<file path="src/hdl/cksb_pkg.sv">
// ----------------------------------------------------------------------------
// cksb_pkg
// Types, codes and helpers shared by the key square builder modules.
// ----------------------------------------------------------------------------
package cksb_pkg;

    localparam int MAX_CELLS_DEF   = 256;
    localparam int SYMBOL_BITS_DEF = 8;

    localparam int DIM_W    = 5;   // width/height register
    localparam int COORD_W  = 4;   // row/column field
    localparam int POS_W    = 8;   // packed {row, col}
    localparam int SYM_W    = 8;   // symbol port
    localparam int FILLED_W = 9;   // filled port and capacity
    localparam int STATUS_W = 3;
    localparam int CFG_IDX_W = 2;

    localparam logic [DIM_W-1:0] DIM_RESET = 5'd5;
    localparam logic [DIM_W-1:0] DIM_MIN   = 5'd1;
    localparam logic [DIM_W-1:0] DIM_MAX   = 5'd16;

    typedef enum logic [1:0] {
        ACT_CLEAR  = 2'd0,
        ACT_INSERT = 2'd1,
        ACT_LOOKUP = 2'd2,
        ACT_READ   = 2'd3
    } t_action;

    typedef enum logic [STATUS_W-1:0] {
        STATUS_OK          = 3'd0,
        STATUS_DUPLICATE   = 3'd1,
        STATUS_OVERFLOW    = 3'd2,
        STATUS_NOT_PRESENT = 3'd3,
        STATUS_CELL_EMPTY  = 3'd4
    } t_status;

    typedef enum logic [CFG_IDX_W-1:0] {
        CFG_WIDTH  = 2'd0,
        CFG_HEIGHT = 2'd1
    } t_cfg_reg;

    typedef enum logic [1:0] {
        S_IDLE = 2'd0,
        S_READ = 2'd1,
        S_EXEC = 2'd2
    } t_state;

    // controller -> datapath
    typedef struct packed {
        logic load;     // capture input item
        logic rd;       // read the stores
        logic commit;   // update state, load result register
    } t_cmd;

    // datapath -> controller
    typedef struct packed {
        logic out_free; // result register can take a new result
    } t_sts;

    // zero acts as one, anything above sixteen as sixteen
    function automatic logic [DIM_W-1:0] clamp_dim(input logic [DIM_W-1:0] v);
        logic [DIM_W-1:0] r;
        if (v < DIM_MIN) begin
            r = DIM_MIN;
        end else if (v > DIM_MAX) begin
            r = DIM_MAX;
        end else begin
            r = v;
        end
        return r;
    endfunction

endpackage

</file>
<file path="src/hdl/cksb_ctrl.sv">
// ----------------------------------------------------------------------------
// cksb_ctrl
// Sequencer: accept, read the stores, then commit once the result slot is free.
// ----------------------------------------------------------------------------
module cksb_ctrl (
    input  logic            i_clk,
    input  logic            i_rst_n,
    input  logic            i_in_valid,
    output logic            o_in_ready,
    input  cksb_pkg::t_sts  i_sts,
    output cksb_pkg::t_cmd  o_cmd
);

    cksb_pkg::t_state r_state;
    cksb_pkg::t_state n_state;

    always_ff @(posedge i_clk) begin
        if (!i_rst_n) begin
            r_state <= cksb_pkg::S_IDLE;
        end else begin
            r_state <= n_state;
        end
    end

    always_comb begin
        n_state      = r_state;
        o_in_ready   = 1'b0;
        o_cmd        = '0;
        case (r_state)
            cksb_pkg::S_IDLE: begin
                o_in_ready = 1'b1;
                if (i_in_valid) begin
                    o_cmd.load = 1'b1;
                    n_state    = cksb_pkg::S_READ;
                end
            end
            cksb_pkg::S_READ: begin
                o_cmd.rd = 1'b1;
                n_state  = cksb_pkg::S_EXEC;
            end
            cksb_pkg::S_EXEC: begin
                // hold here while the previous result is still unclaimed
                if (i_sts.out_free) begin
                    o_cmd.commit = 1'b1;
                    n_state      = cksb_pkg::S_IDLE;
                end
            end
            default: begin
                n_state = cksb_pkg::S_IDLE;
            end
        endcase
    end

endmodule

</file>
<file path="src/hdl/cksb_dpath.sv">
// ----------------------------------------------------------------------------
// cksb_dpath
// Seen bits, position and cell stores, fill counters and result register.
// ----------------------------------------------------------------------------
module cksb_dpath #(
    parameter int MAX_CELLS   = cksb_pkg::MAX_CELLS_DEF,
    parameter int SYMBOL_BITS = cksb_pkg::SYMBOL_BITS_DEF
) (
    input  logic                              i_clk,
    input  logic                              i_rst_n,
    input  cksb_pkg::t_cmd                    i_cmd,
    output cksb_pkg::t_sts                    o_sts,
    // item fields
    input  logic [1:0]                        i_action,
    input  logic [cksb_pkg::SYM_W-1:0]        i_symbol,
    input  logic [cksb_pkg::COORD_W-1:0]      i_col_in,
    input  logic [cksb_pkg::COORD_W-1:0]      i_row_in,
    // configuration writes
    input  logic                              i_cfg_we,
    input  logic [cksb_pkg::CFG_IDX_W-1:0]    i_cfg_index,
    input  logic [cksb_pkg::DIM_W-1:0]        i_cfg_data,
    // result
    output logic                              o_out_valid,
    input  logic                              i_out_ready,
    output logic [cksb_pkg::STATUS_W-1:0]     o_status,
    output logic                              o_found,
    output logic [cksb_pkg::COORD_W-1:0]      o_row_out,
    output logic [cksb_pkg::COORD_W-1:0]      o_col_out,
    output logic [cksb_pkg::SYM_W-1:0]        o_symbol_out,
    output logic [cksb_pkg::FILLED_W-1:0]     o_filled,
    output logic                              o_complete
);

    localparam int SYM_COUNT = 2 ** SYMBOL_BITS;
    localparam int CA_W      = $clog2(MAX_CELLS);
    localparam int CNT_W     = $clog2(MAX_CELLS + 1);
    localparam int DW        = cksb_pkg::DIM_W;
    localparam int CW        = cksb_pkg::COORD_W;
    localparam int FW        = cksb_pkg::FILLED_W;
    localparam logic [FW-1:0] MAX_CELLS_F = FW'(MAX_CELLS);

    // configuration
    logic [DW-1:0] r_width;
    logic [DW-1:0] r_height;

    // captured item
    cksb_pkg::t_action         r_action;
    logic [SYMBOL_BITS-1:0]    r_sym;
    logic [CW-1:0]             r_col;
    logic [CW-1:0]             r_row;

    // table state
    logic [SYM_COUNT-1:0]      r_seen;
    logic [SYM_COUNT-1:0]      n_seen;
    logic [CW-1:0]             r_next_col;
    logic [CW-1:0]             n_next_col;
    logic [DW-1:0]             r_next_row;
    logic [DW-1:0]             n_next_row;
    logic [CNT_W-1:0]          r_fill;
    logic [CNT_W-1:0]          n_fill;

    logic [cksb_pkg::POS_W-1:0] r_pos_mem [SYM_COUNT];
    logic [SYMBOL_BITS-1:0]     r_cell_mem [MAX_CELLS];
    logic [cksb_pkg::POS_W-1:0] r_pos_rd;
    logic [SYMBOL_BITS-1:0]     r_cell_rd;

    // result register
    logic                      r_out_valid;
    logic                      n_out_valid;
    cksb_pkg::t_status         r_status;
    cksb_pkg::t_status         n_status;
    logic                      r_found;
    logic                      n_found;
    logic [CW-1:0]             r_row_out;
    logic [CW-1:0]             n_row_out;
    logic [CW-1:0]             r_col_out;
    logic [CW-1:0]             n_col_out;
    logic [SYMBOL_BITS-1:0]    r_sym_out;
    logic [SYMBOL_BITS-1:0]    n_sym_out;
    logic [CNT_W-1:0]          r_filled;
    logic                      r_complete;

    logic [DW-1:0]             dim_w;
    logic [DW-1:0]             dim_h;
    logic [FW-1:0]             cap_raw;
    logic [FW-1:0]             cap;
    logic [FW-1:0]             rd_idx;
    logic [DW-1:0]             col_inc;
    logic                      pos_we;
    logic                      cell_we;

    assign dim_w   = cksb_pkg::clamp_dim(r_width);
    assign dim_h   = cksb_pkg::clamp_dim(r_height);
    assign cap_raw = FW'(dim_w) * FW'(dim_h);
    assign cap     = (cap_raw < MAX_CELLS_F) ? cap_raw : MAX_CELLS_F;
    assign rd_idx  = FW'(r_col) + FW'(r_row) * FW'(dim_w);
    assign col_inc = DW'(r_next_col) + DW'(1);

    // configuration registers
    always_ff @(posedge i_clk) begin
        if (!i_rst_n) begin
            r_width  <= cksb_pkg::DIM_RESET;
            r_height <= cksb_pkg::DIM_RESET;
        end else if (i_cfg_we) begin
            case (cksb_pkg::t_cfg_reg'(i_cfg_index))
                cksb_pkg::CFG_WIDTH:  r_width  <= i_cfg_data;
                cksb_pkg::CFG_HEIGHT: r_height <= i_cfg_data;
                default: ;
            endcase
        end
    end

    // item capture
    always_ff @(posedge i_clk) begin
        if (i_cmd.load) begin
            r_action <= cksb_pkg::t_action'(i_action);
            r_sym    <= i_symbol[SYMBOL_BITS-1:0];
            r_col    <= i_col_in;
            r_row    <= i_row_in;
        end
    end

    // stores: registered reads in the read step, writes on commit
    always_ff @(posedge i_clk) begin
        if (i_cmd.rd) begin
            r_pos_rd  <= r_pos_mem[r_sym];
            r_cell_rd <= r_cell_mem[rd_idx[CA_W-1:0]];
        end
        if (i_cmd.commit && pos_we) begin
            r_pos_mem[r_sym] <= {r_next_row[CW-1:0], r_next_col};
        end
        if (i_cmd.commit && cell_we) begin
            r_cell_mem[r_fill[CA_W-1:0]] <= r_sym;
        end
    end

    // item evaluation
    always_comb begin
        n_status   = cksb_pkg::STATUS_OK;
        n_found    = 1'b0;
        n_row_out  = '0;
        n_col_out  = '0;
        n_sym_out  = '0;
        n_seen     = r_seen;
        n_next_col = r_next_col;
        n_next_row = r_next_row;
        n_fill     = r_fill;
        pos_we     = 1'b0;
        cell_we    = 1'b0;
        case (r_action)
            cksb_pkg::ACT_CLEAR: begin
                n_seen     = '0;
                n_next_col = '0;
                n_next_row = '0;
                n_fill     = '0;
            end
            cksb_pkg::ACT_INSERT: begin
                if (r_seen[r_sym]) begin
                    n_status  = cksb_pkg::STATUS_DUPLICATE;
                    n_found   = 1'b1;
                    n_row_out = r_pos_rd[2*CW-1:CW];
                    n_col_out = r_pos_rd[CW-1:0];
                end else if (FW'(r_fill) >= cap || r_next_row >= dim_h) begin
                    n_status = cksb_pkg::STATUS_OVERFLOW;
                end else begin
                    n_found       = 1'b1;
                    n_row_out     = r_next_row[CW-1:0];
                    n_col_out     = r_next_col;
                    n_seen[r_sym] = 1'b1;
                    pos_we        = 1'b1;
                    cell_we       = 1'b1;
                    n_fill        = r_fill + CNT_W'(1);
                    // raster order, column wraps at the current width
                    if (col_inc >= dim_w) begin
                        n_next_col = '0;
                        n_next_row = r_next_row + DW'(1);
                    end else begin
                        n_next_col = col_inc[CW-1:0];
                    end
                end
            end
            cksb_pkg::ACT_LOOKUP: begin
                if (r_seen[r_sym]) begin
                    n_found   = 1'b1;
                    n_row_out = r_pos_rd[2*CW-1:CW];
                    n_col_out = r_pos_rd[CW-1:0];
                end else begin
                    n_status = cksb_pkg::STATUS_NOT_PRESENT;
                end
            end
            cksb_pkg::ACT_READ: begin
                if (DW'(r_col) >= dim_w || DW'(r_row) >= dim_h || rd_idx >= FW'(r_fill)) begin
                    n_status = cksb_pkg::STATUS_CELL_EMPTY;
                end else begin
                    n_sym_out = r_cell_rd;
                end
            end
            default: ;
        endcase
    end

    // table control state
    always_ff @(posedge i_clk) begin
        if (!i_rst_n) begin
            r_seen     <= '0;
            r_next_col <= '0;
            r_next_row <= '0;
            r_fill     <= '0;
        end else if (i_cmd.commit) begin
            r_seen     <= n_seen;
            r_next_col <= n_next_col;
            r_next_row <= n_next_row;
            r_fill     <= n_fill;
        end
    end

    // result register
    always_comb begin
        n_out_valid = r_out_valid;
        if (i_cmd.commit) begin
            n_out_valid = 1'b1;
        end else if (i_out_ready) begin
            n_out_valid = 1'b0;
        end
    end

    always_ff @(posedge i_clk) begin
        if (!i_rst_n) begin
            r_out_valid <= 1'b0;
        end else begin
            r_out_valid <= n_out_valid;
        end
    end

    always_ff @(posedge i_clk) begin
        if (i_cmd.commit) begin
            r_status   <= n_status;
            r_found    <= n_found;
            r_row_out  <= n_row_out;
            r_col_out  <= n_col_out;
            r_sym_out  <= n_sym_out;
            r_filled   <= n_fill;
            r_complete <= (FW'(n_fill) == cap);
        end
    end

    assign o_sts.out_free = !r_out_valid || i_out_ready;

    assign o_out_valid  = r_out_valid;
    assign o_status     = r_status;
    assign o_found      = r_found;
    assign o_row_out    = r_row_out;
    assign o_col_out    = r_col_out;
    assign o_symbol_out = cksb_pkg::SYM_W'(r_sym_out);
    assign o_filled     = FW'(r_filled);
    assign o_complete   = r_complete;

endmodule

</file>
<file path="src/hdl/cipher_key_square_builder.sv">
// ----------------------------------------------------------------------------
// cipher_key_square_builder
// Key square builder for a Playfair-style cipher: insert, lookup, read, clear.
// ----------------------------------------------------------------------------
// Usage:
//  - Item channel (i_in_valid/o_in_ready): action, symbol, col_in, row_in.
//    Stream key symbols then alphabet symbols as inserts; each new symbol
//    takes the next raster cell, duplicates are reported and dropped.
//  - Result channel (o_out_valid/i_out_ready): one result per item with
//    status, found, row/col, symbol at the read cell, filled and complete.
//  - Config channel (i_cfg_valid/o_cfg_ready, always ready): index 0 sets
//    the square width, index 1 the height. Write only while idle.
//  - After the item transfer the position and cell memories are read into
//    registers, then the item is evaluated into the result register. A new
//    item is taken only after the previous one has been committed.
//  - A stalled receiver holds the result register; the next item is still
//    taken and read, then waits in evaluation until the slot frees up.
//  - Reset: width and height return to 5, the square is empty (seen bits
//    cleared by reset), no result pending. No clearing pass is needed.
// ----------------------------------------------------------------------------
module cipher_key_square_builder #(
    parameter int MAX_CELLS   = cksb_pkg::MAX_CELLS_DEF,
    parameter int SYMBOL_BITS = cksb_pkg::SYMBOL_BITS_DEF
) (
    input  logic                              i_clk,
    input  logic                              i_rst_n,
    // item channel
    input  logic                              i_in_valid,
    output logic                              o_in_ready,
    input  logic [1:0]                        i_action,
    input  logic [cksb_pkg::SYM_W-1:0]        i_symbol,
    input  logic [cksb_pkg::COORD_W-1:0]      i_col_in,
    input  logic [cksb_pkg::COORD_W-1:0]      i_row_in,
    // result channel
    output logic                              o_out_valid,
    input  logic                              i_out_ready,
    output logic [cksb_pkg::STATUS_W-1:0]     o_status,
    output logic                              o_found,
    output logic [cksb_pkg::COORD_W-1:0]      o_row_out,
    output logic [cksb_pkg::COORD_W-1:0]      o_col_out,
    output logic [cksb_pkg::SYM_W-1:0]        o_symbol_out,
    output logic [cksb_pkg::FILLED_W-1:0]     o_filled,
    output logic                              o_complete,
    // configuration channel
    input  logic                              i_cfg_valid,
    output logic                              o_cfg_ready,
    input  logic [cksb_pkg::CFG_IDX_W-1:0]    i_cfg_index,
    input  logic [cksb_pkg::DIM_W-1:0]        i_cfg_data
);

    cksb_pkg::t_cmd cmd;
    cksb_pkg::t_sts sts;

    // register writes are captured directly, never back-pressured
    assign o_cfg_ready = 1'b1;

    cksb_ctrl u_ctrl (
        .i_clk      (i_clk),
        .i_rst_n    (i_rst_n),
        .i_in_valid (i_in_valid),
        .o_in_ready (o_in_ready),
        .i_sts      (sts),
        .o_cmd      (cmd)
    );

    cksb_dpath #(
        .MAX_CELLS   (MAX_CELLS),
        .SYMBOL_BITS (SYMBOL_BITS)
    ) u_dpath (
        .i_clk        (i_clk),
        .i_rst_n      (i_rst_n),
        .i_cmd        (cmd),
        .o_sts        (sts),
        .i_action     (i_action),
        .i_symbol     (i_symbol),
        .i_col_in     (i_col_in),
        .i_row_in     (i_row_in),
        .i_cfg_we     (i_cfg_valid & o_cfg_ready),
        .i_cfg_index  (i_cfg_index),
        .i_cfg_data   (i_cfg_data),
        .o_out_valid  (o_out_valid),
        .i_out_ready  (i_out_ready),
        .o_status     (o_status),
        .o_found      (o_found),
        .o_row_out    (o_row_out),
        .o_col_out    (o_col_out),
        .o_symbol_out (o_symbol_out),
        .o_filled     (o_filled),
        .o_complete   (o_complete)
    );

endmodule

</file>
<file path="config.mk">
export PLATFORM = sky130hd
export DESIGN_NAME = cipher_key_square_builder
export DESIGN_NICKNAME = d
export VERILOG_FILES = /design/src/hdl/cksb_pkg.sv /design/src/hdl/cksb_ctrl.sv /design/src/hdl/cksb_dpath.sv /design/src/hdl/cipher_key_square_builder.sv
export SDC_FILE = /design/constraint.sdc
export NUM_CORES = 2
export LEC_CHECK = 0
export BUFFER_PORTS_ARGS = -buffer_cell sky130_fd_sc_hd__buf_4
export CAP_MARGIN = 20
export CORE_MARGIN = 3
export CORE_UTILIZATION = 50
export DETAILED_ROUTE_END_ITERATION = 16
export PLACE_DENSITY = 0.65
export REMOVE_ABC_BUFFERS = 1
export SLEW_MARGIN = 15
export SYNTH_ARGS = -nofsm -noshare
export SYNTH_HDL_FRONTEND = slang
export SYNTH_SLANG_ARGS = --single-unit
</file>
<file path="constraint.sdc">
create_clock -name i_clk -period 10.9 [get_ports i_clk]
set_input_delay 0.545 -clock i_clk [delete_from_list [all_inputs] [get_ports i_clk]]
set_output_delay 0.545 -clock i_clk [all_outputs]
set_load 0.005 [all_outputs]
</file>
## Word-level counts from Yosys, hierarchy flattened

Memory sizes are Yosys's and may differ from the RTL's. A register that Yosys moved wholly into a read port is not among the register bits.
Cells that the tools add are included.

| operators by class | value |
|---|---|
| add/sub/neg operators | 4 |
| multiply operators | 2 |
| magnitude comparators | 13 |
| equal/unequal tests | 12 |
| mux-type cells | 55 |
| bitwise operators | 2 |
| reductions and logical operators | 18 |

Operator list:

| cell | number |
|---|---|
| 2-to-1 mux 256 bit | 2 |
| one-hot mux 256 bit (2 select lines) | 1 |
| bitwise OR 256 bit | 1 |
| 2-to-1 mux 4 bit | 9 |
| 2-to-1 mux 5 bit | 7 |
| 2-to-1 mux 9 bit | 3 |
| one-hot mux 4 bit (2 select lines) | 3 |
| greater-or-equal comparator 9 bit | 2 |
| one-hot mux 9 bit (2 select lines) | 1 |
| 2-to-1 mux 1 bit | 17 |
| greater-or-equal comparator 4 x 5 -> 1 bit | 2 |
| greater-or-equal comparator 5 bit | 2 |
| greater-than comparator 5 bit, second input constant | 2 |
| less-than comparator 5 x 1 -> 1 bit, second input constant | 2 |
| one-hot mux 5 bit (2 select lines) | 1 |
| adder 4 x 9 -> 9 bit | 1 |
| adder 9 x 1 -> 9 bit, second input constant | 1 |
| == test 9 bit | 1 |
| less-than comparator 8 x 9 -> 1 bit, second input constant | 1 |
| less-than comparator 9 bit, second input constant | 1 |
| multiplier 4 x 5 -> 9 bit | 1 |
| multiplier 5 x 5 -> 9 bit | 1 |
| one-hot mux 3 bit (3 select lines) | 1 |
| binary-select mux 1 bit (select 8 bit) | 1 |
| 22 further kinds | 42 |

| storage, ports and cells | value |
|---|---|
| bits in registers | 335 |
| memory bits (writable) | 4096 |
| memories kept | 2 |

Memory list:

| memory | words | bits a word | rd ports | clocked after memory_dff | wr ports | RTL line | text |
|---|---|---|---|---|---|---|---|
| u_dpath.r_cell_mem | 256 | 8 | 1 | 1 | 1 | cksb_dpath.sv:63 | `logic [SYMBOL_BITS-1:0] r_cell_mem [MAX_CELLS];` |
| u_dpath.r_pos_mem | 256 | 8 | 1 | 1 | 1 | cksb_dpath.sv:62 | `logic [cksb_pkg::POS_W-1:0] r_pos_mem [SYM_COUNT];` |

## Depth between registers and ports, before layout

| depth | value |
|---|---|
| depth in word-level cells | 14 |
| depth in mapped cells | 29 |
| mapped depth without buffers | 26 |

## Cells and area by module

A second synthesis with hierarchy kept.

| second synthesis, totals | value |
|---|---|
| cell total of the unflattened synthesis | 8366 |
| area total of the unflattened synthesis | 174618.7 um^2 |

Modules (own cells, without submodules):

| module | instances | cells each | area an instance (um^2) |
|---|---|---|---|
| cksb_dpath | 1 | 8355 | 174512.4 |
| cksb_ctrl | 1 | 9 | 95.1 |
| cipher_key_square_builder | 1 | 2 | 11.3 |

## Least setup slack after synthesis

OpenSTA, ideal clock, no wires.

| timing path | value |
|---|---|
| path kind | register to register |
| start | reg u_dpath.r_sym[3] |
| end | mem u_dpath.r_cell_mem[191][0] (netlist name), enable pin |
| arrival | 6712 ps |
| setup slack | 3818 ps |
| stages on the path, launching flop included | 18 |
| path buffers | 7 |
| period minus slack after synthesis | 7082 ps |
| path through | edfxtp_1 -> buf_2 -> buf_2 -> nor2b_1 -> buf_1 -> clkbuf_1 -> a22oi_1 -> nand3_1 -> nand4_1 -> a21oi_1 -> o311a_1 -> a22oi_2 -> nor2_2 -> buf_4 -> nand2_1 -> buf_2 -> buf_2 -> nor2_1 |

| on the way | value |
|---|---|
| cells in the longest elaborated chain, start to end | 7 |

RTL lines:

| element | RTL line | text |
|---|---|---|
| from (decl) | cksb_dpath.sv:48 | `logic [SYMBOL_BITS-1:0] r_sym;` |
| from (signal assigned) | cksb_dpath.sv:117 | `r_sym <= i_symbol[SYMBOL_BITS-1:0];` |
| binary-select mux 1 bit (select 8 bit) | cksb_dpath.sv:158 | `if (r_seen[r_sym]) begin` |
| 2-to-1 mux 1 bit (implied by the code) | cksb_dpath.sv:158 |  |
| 2-to-1 mux 1 bit | cksb_dpath.sv:158 |  |
| 2-to-1 mux 1 bit | cksb_dpath.sv:150 | `case (r_action)` |
| logical AND 1 bit | cksb_dpath.sv:132 | `if (i_cmd.commit && cell_we) begin` |
| 2-to-1 mux 1 bit | cksb_dpath.sv:132 |  |
| 2-to-1 mux 1 bit (implied by the code) | cksb_dpath.sv:133 | `r_cell_mem[r_fill[CA_W-1:0]] <= r_sym;` |
| to (decl) | cksb_dpath.sv:63 |  |

Every way passes these cells. The select of a mux whose other input is x is not followed.

## Worst setup path in the final report

| timing path | value |
|---|---|
| start | reg u_dpath.r_width[4] |
| end | mem u_dpath.r_pos_mem[108][4] (netlist name), enable pin |

| on the way | value |
|---|---|
| cells in the longest elaborated chain, start to end | 14 |
| elaborated cells between the ends (all ways) | 15 |

RTL lines:

| element | RTL line | text |
|---|---|---|
| from (decl) | cksb_dpath.sv:43 | `logic [DW-1:0] r_width;` |
| from (signal assigned) | cksb_dpath.sv:102 | `r_width <= cksb_pkg::DIM_RESET;` |
| from (signal assigned) | cksb_dpath.sv:106 | `cksb_pkg::CFG_WIDTH: r_width <= i_cfg_data;` |
| greater-than comparator 5 bit | cksb_pkg.sv:65 | `end else if (v > DIM_MAX) begin` |
| 2-to-1 mux 5 bit | cksb_pkg.sv:65 |  |
| 2-to-1 mux 5 bit (*) | cksb_pkg.sv:63 | `if (v < DIM_MIN) begin` |
| multiplier 5 x 5 -> 9 bit (*) | cksb_dpath.sv:94 | `assign cap_raw = FW'(dim_w) * FW'(dim_h);` |
| less-than comparator 9 bit | cksb_dpath.sv:95 | `assign cap = (cap_raw < MAX_CELLS_F) ? cap_raw : MAX_CELLS_F;` |
| 2-to-1 mux 9 bit (*) | cksb_dpath.sv:95 |  |
| greater-or-equal comparator 9 bit (*) | cksb_dpath.sv:163 | `end else if (FW'(r_fill) >= cap \|\| r_next_row >= dim_h) begin` |
| logical OR 1 bit (*) | cksb_dpath.sv:163 |  |
| 2-to-1 mux 1 bit (*) | cksb_dpath.sv:163 |  |
| 2-to-1 mux 1 bit (*) | cksb_dpath.sv:158 |  |
| 2-to-1 mux 1 bit (*) | cksb_dpath.sv:150 |  |
| logical AND 1 bit (*) | cksb_dpath.sv:129 | `if (i_cmd.commit && pos_we) begin` |
| 2-to-1 mux 1 bit (*) | cksb_dpath.sv:129 |  |
| 2-to-1 mux 1 bit (implied by the code) (*) | cksb_dpath.sv:130 | `r_pos_mem[r_sym] <= {r_next_row[CW-1:0], r_next_col};` |
| to (decl) | cksb_dpath.sv:62 |  |

Mark *: on every way between the ends. The rest lies on a longest branch, timed or not.

==> metrics.yaml <==
outcome: "completed"
crit_type: "reg -> reg"
core_area_sq_um: 347000
cap_violations: 0
post-cts-setup-buffer-count: 0
finalSetupViolations: 0
ys_async_sr_fraction_pct: 0
layout-drive-gt1-share_pct: 25.4
p_int_mw: 29.0
synth_top_area_share_pct: 71.5
ys_types: 76
die_w_um: 597
initial_core_util_pct: 50.4
yosys_most_used_dff: "edfxtp_1"
pwr-share-clk_pct: 39.8
avgSynthCellArea_sq_um: 20.6
synthTopCellsByCount: "edfxtp_1, mux4_2, nor2_1, a21oi_1, dfxtp_1"
path_clk_slew_ns: 0.06
num_rows: 216
root_buffer: "clkbuf_16"
die_area_sq_um: 357000
antenna_violating_nets_post_route: 0
fp.dieH_um: 597
fin_skew_ns: 0.0392
synth_xor_area_share_pct: 0.128
synthSimpleGateAreaFrac_pct: 3.37
grt_overflow: 0
combPwrFrac_pct: 11.3
muxShareOfSynthArea_pct: 17.8
switching_share_pct: 23.6
hold_viol_final: 0
firstDrtPassIters: 7
synth_area_sq_um: 175000
synth-seq-area-share_pct: 74.8
worstSetupStartpointType: "register"
place_congestion: 0.884
timing.fmax_ghz: 0.108
post-route-util_pct: 56.3
synth_edf_count: 4160
hpwl_mm: 280
route.detailed.drc: 0
grt_max_degree: 176
maxSlewHeadroom_pct: 15.1
rsz0062_at_grt: "no"
grt_first_pass_wirelength_mm: 658
min_period_over_period_pct: 84.8
synthAdderAreaFrac_pct: 0.775
io_buffers: 61
synthTopCellsByArea: "edfxtp_1, mux4_2, dfxtp_1"
netlist_instances: 8496
yosys.area.top_type: "edfxtp_1"
cp_max_fo: 16
hp-class: "in -> reg"
routed_wl_mm: 457
power_density_nw_per_um2: 195
numCtsBuffers: 426
clock_sinks: 4447
tns_ns: 0
dp.cells: 12800
area_growth_syn_to_layout_pct: 11.7
synth_top_family_by_area: "multiplexers"
required_ns: 11.46
power.switching_mw: 8.97
cp.arrival_ns: 9.81
period_minus_slack_ns: 9.25
yosysMostFrequentCell: "edfxtp_1"
synth_compound_gate_area_share_pct: 1.78
ir_drop_uv: 170
nets: 8813
fin_cells: 13600
power.leakage_nw: 63.7
timing.hold.ws_ns: 0.0716
slew_violations: 0
detailroute.via_count: 87300
drt_iter0_drc: 11500
cp-end-kind: "register"
routed_via_density: 6.40
clockBufferDepth: 4
wl_per_cell_um: 33.5
grt_pass1_vias: 86800
grt_usage_pct: 25.6
io-pin-count: 63
worstMarginPinSlew_ns: 1.27
clock_latency_ns: 0.96
ys_warn_count: 0
ctsHtreeMaxLevel: 5
antenna_found_initial: 10
cts_tree: "done"
seq_power_share_pct: 48.9
ys_ff_latch: 4447
==> area by class of cell <==
class                           instances  area [sq um]
Antenna cell                            8          20.0
Clock buffer                          508         11300
Clock inverter                        285          3050
Fill cell                           25300        152000
Inverter                               70           263
Multi-Input combinational cell       3475         41900
Sequential cell                      4447        131000
Tap cell                             4578          5730
Timing Repair Buffer                  265          2290
==> path summary, 6_finish.rpt <==
kind | slack, ns | end | start | depth (start not counted)
setup reg to reg | 1.65 | u_dpath.r_pos_mem[108][4] | u_dpath.r_width[4] | 26
hold reg to reg | 0.47 | u_dpath.r_seen[108] | u_dpath.r_seen[108] | 2
hold / removal | 0.07 | u_dpath.r_width[4] | i_cfg_index[0] | 4
setup / recovery | 1.65 | u_dpath.r_pos_mem[108][4] | u_dpath.r_width[4] | 26
==> flip-flops by register name, summed over array words and instances, names as in the netlist, 2 cells and up <==
register	count
u_ctrl.r_state	2
u_dpath.o_col_out	4
u_dpath.o_filled	9
u_dpath.o_row_out	4
u_dpath.o_status	3
u_dpath.o_symbol_out	8
u_dpath.r_action	2
u_dpath.r_cell_mem	2048
u_dpath.r_cell_rd	8
u_dpath.r_col	4
u_dpath.r_fill	9
u_dpath.r_height	5
u_dpath.r_next_col	4
u_dpath.r_next_row	5
u_dpath.r_pos_mem	2048
u_dpath.r_pos_rd	8
u_dpath.r_row	4
u_dpath.r_seen	256
u_dpath.r_sym	8
u_dpath.r_width	5
==> metrics by stage <==
step | cell area (sq um) | total power [mW] | worst slack, ns
after floorplan | 173000 | 23.3 | -21.38
after global placement | 181000 | 23.2 | 1.84
after detailed placement | 181000 | 23.3 | 1.70
after CTS | 195000 | 38.2 | 1.69
after global routing | 195000 | 39.1 | 0.989
final | 195000 | 38.0 | 1.65
==> logic make-up (layout without fill, tap and decap cells) <==
kind of cell	Yosys count	in the layout
mux	1445	1445
flops	4447	4447
buf+inv	574	1128
compound gates	519	519
simple gates	1388	1388
xor+xnor	24	24
fa+ha+maj	98	98
other cells	1	9
==> repair_timing <==
item                                   CTS  global route
endpoints found under the hold margin   32             0
resized for setup                        0             0
hold buffers                            29             0
==> critical path: stages (launching register included) <==
cell and delay [ns]:
dfxtp_1 0.52, inv_1 0.22, o21ai_0 0.39, inv_1 0.27, nand2_1 0.16, fa_1 0.43, fa_1 0.46, fa_1 0.49
inv_1 0.04, ha_1 0.34, a21oi_1 0.25, nor2_1 0.09, or3b_2 0.47, nand2_1 0.24, inv_2 0.13, nand2_1 0.24
ha_1 0.28, a21o_1 0.16, a21oi_1 0.19, o21ai_0 0.13, a211oi_1 0.37, and3_2 0.29, a22oi_2 0.16, nor2_4 0.67
buf_4 0.51, nand2_1 0.57, nor2_1 0.74
==> power groups by stage <==
stage / sequential [mW] / combinational, mW / clock [mW]
final: 18.6 / 4.28 / 15.1
after global routing: 18.6 / 4.48 / 16.0
after floorplan: 19.2 / 4.07 / 0
after detailed placement: 19.0 / 4.30 / 0
after CTS: 18.6 / 4.32 / 15.3
after global placement: 19.0 / 4.28 / 0
==> metal layers <==
layer | up-vias | global-route usage, % | wire length [um]
met4 | 0 | 9.40 | 18800
li1 | 35300 | - | -
met3 | 719 | 4.14 | 39400
met1 | 46200 | 36.2 | 177000
met5 | - | 0 | 0
met2 | 5074 | 40.8 | 222000
==> cells in the final DEF, fill, tap and decap left out, drive strengths merged, types with 81 or more instances in the layout <==
cell,Yosys,final
mux2i,108,108
nand3,104,104
nor2,867,867
inv,67,84
buf,271,236
a21oi,305,305
nand2,254,254
clkbuf,233,508
dfxtp,287,287
ha,81,81
mux4,1322,1322
clkinv,3,182
edfxtp,4160,4160
(Power assumes the default switching activity.)
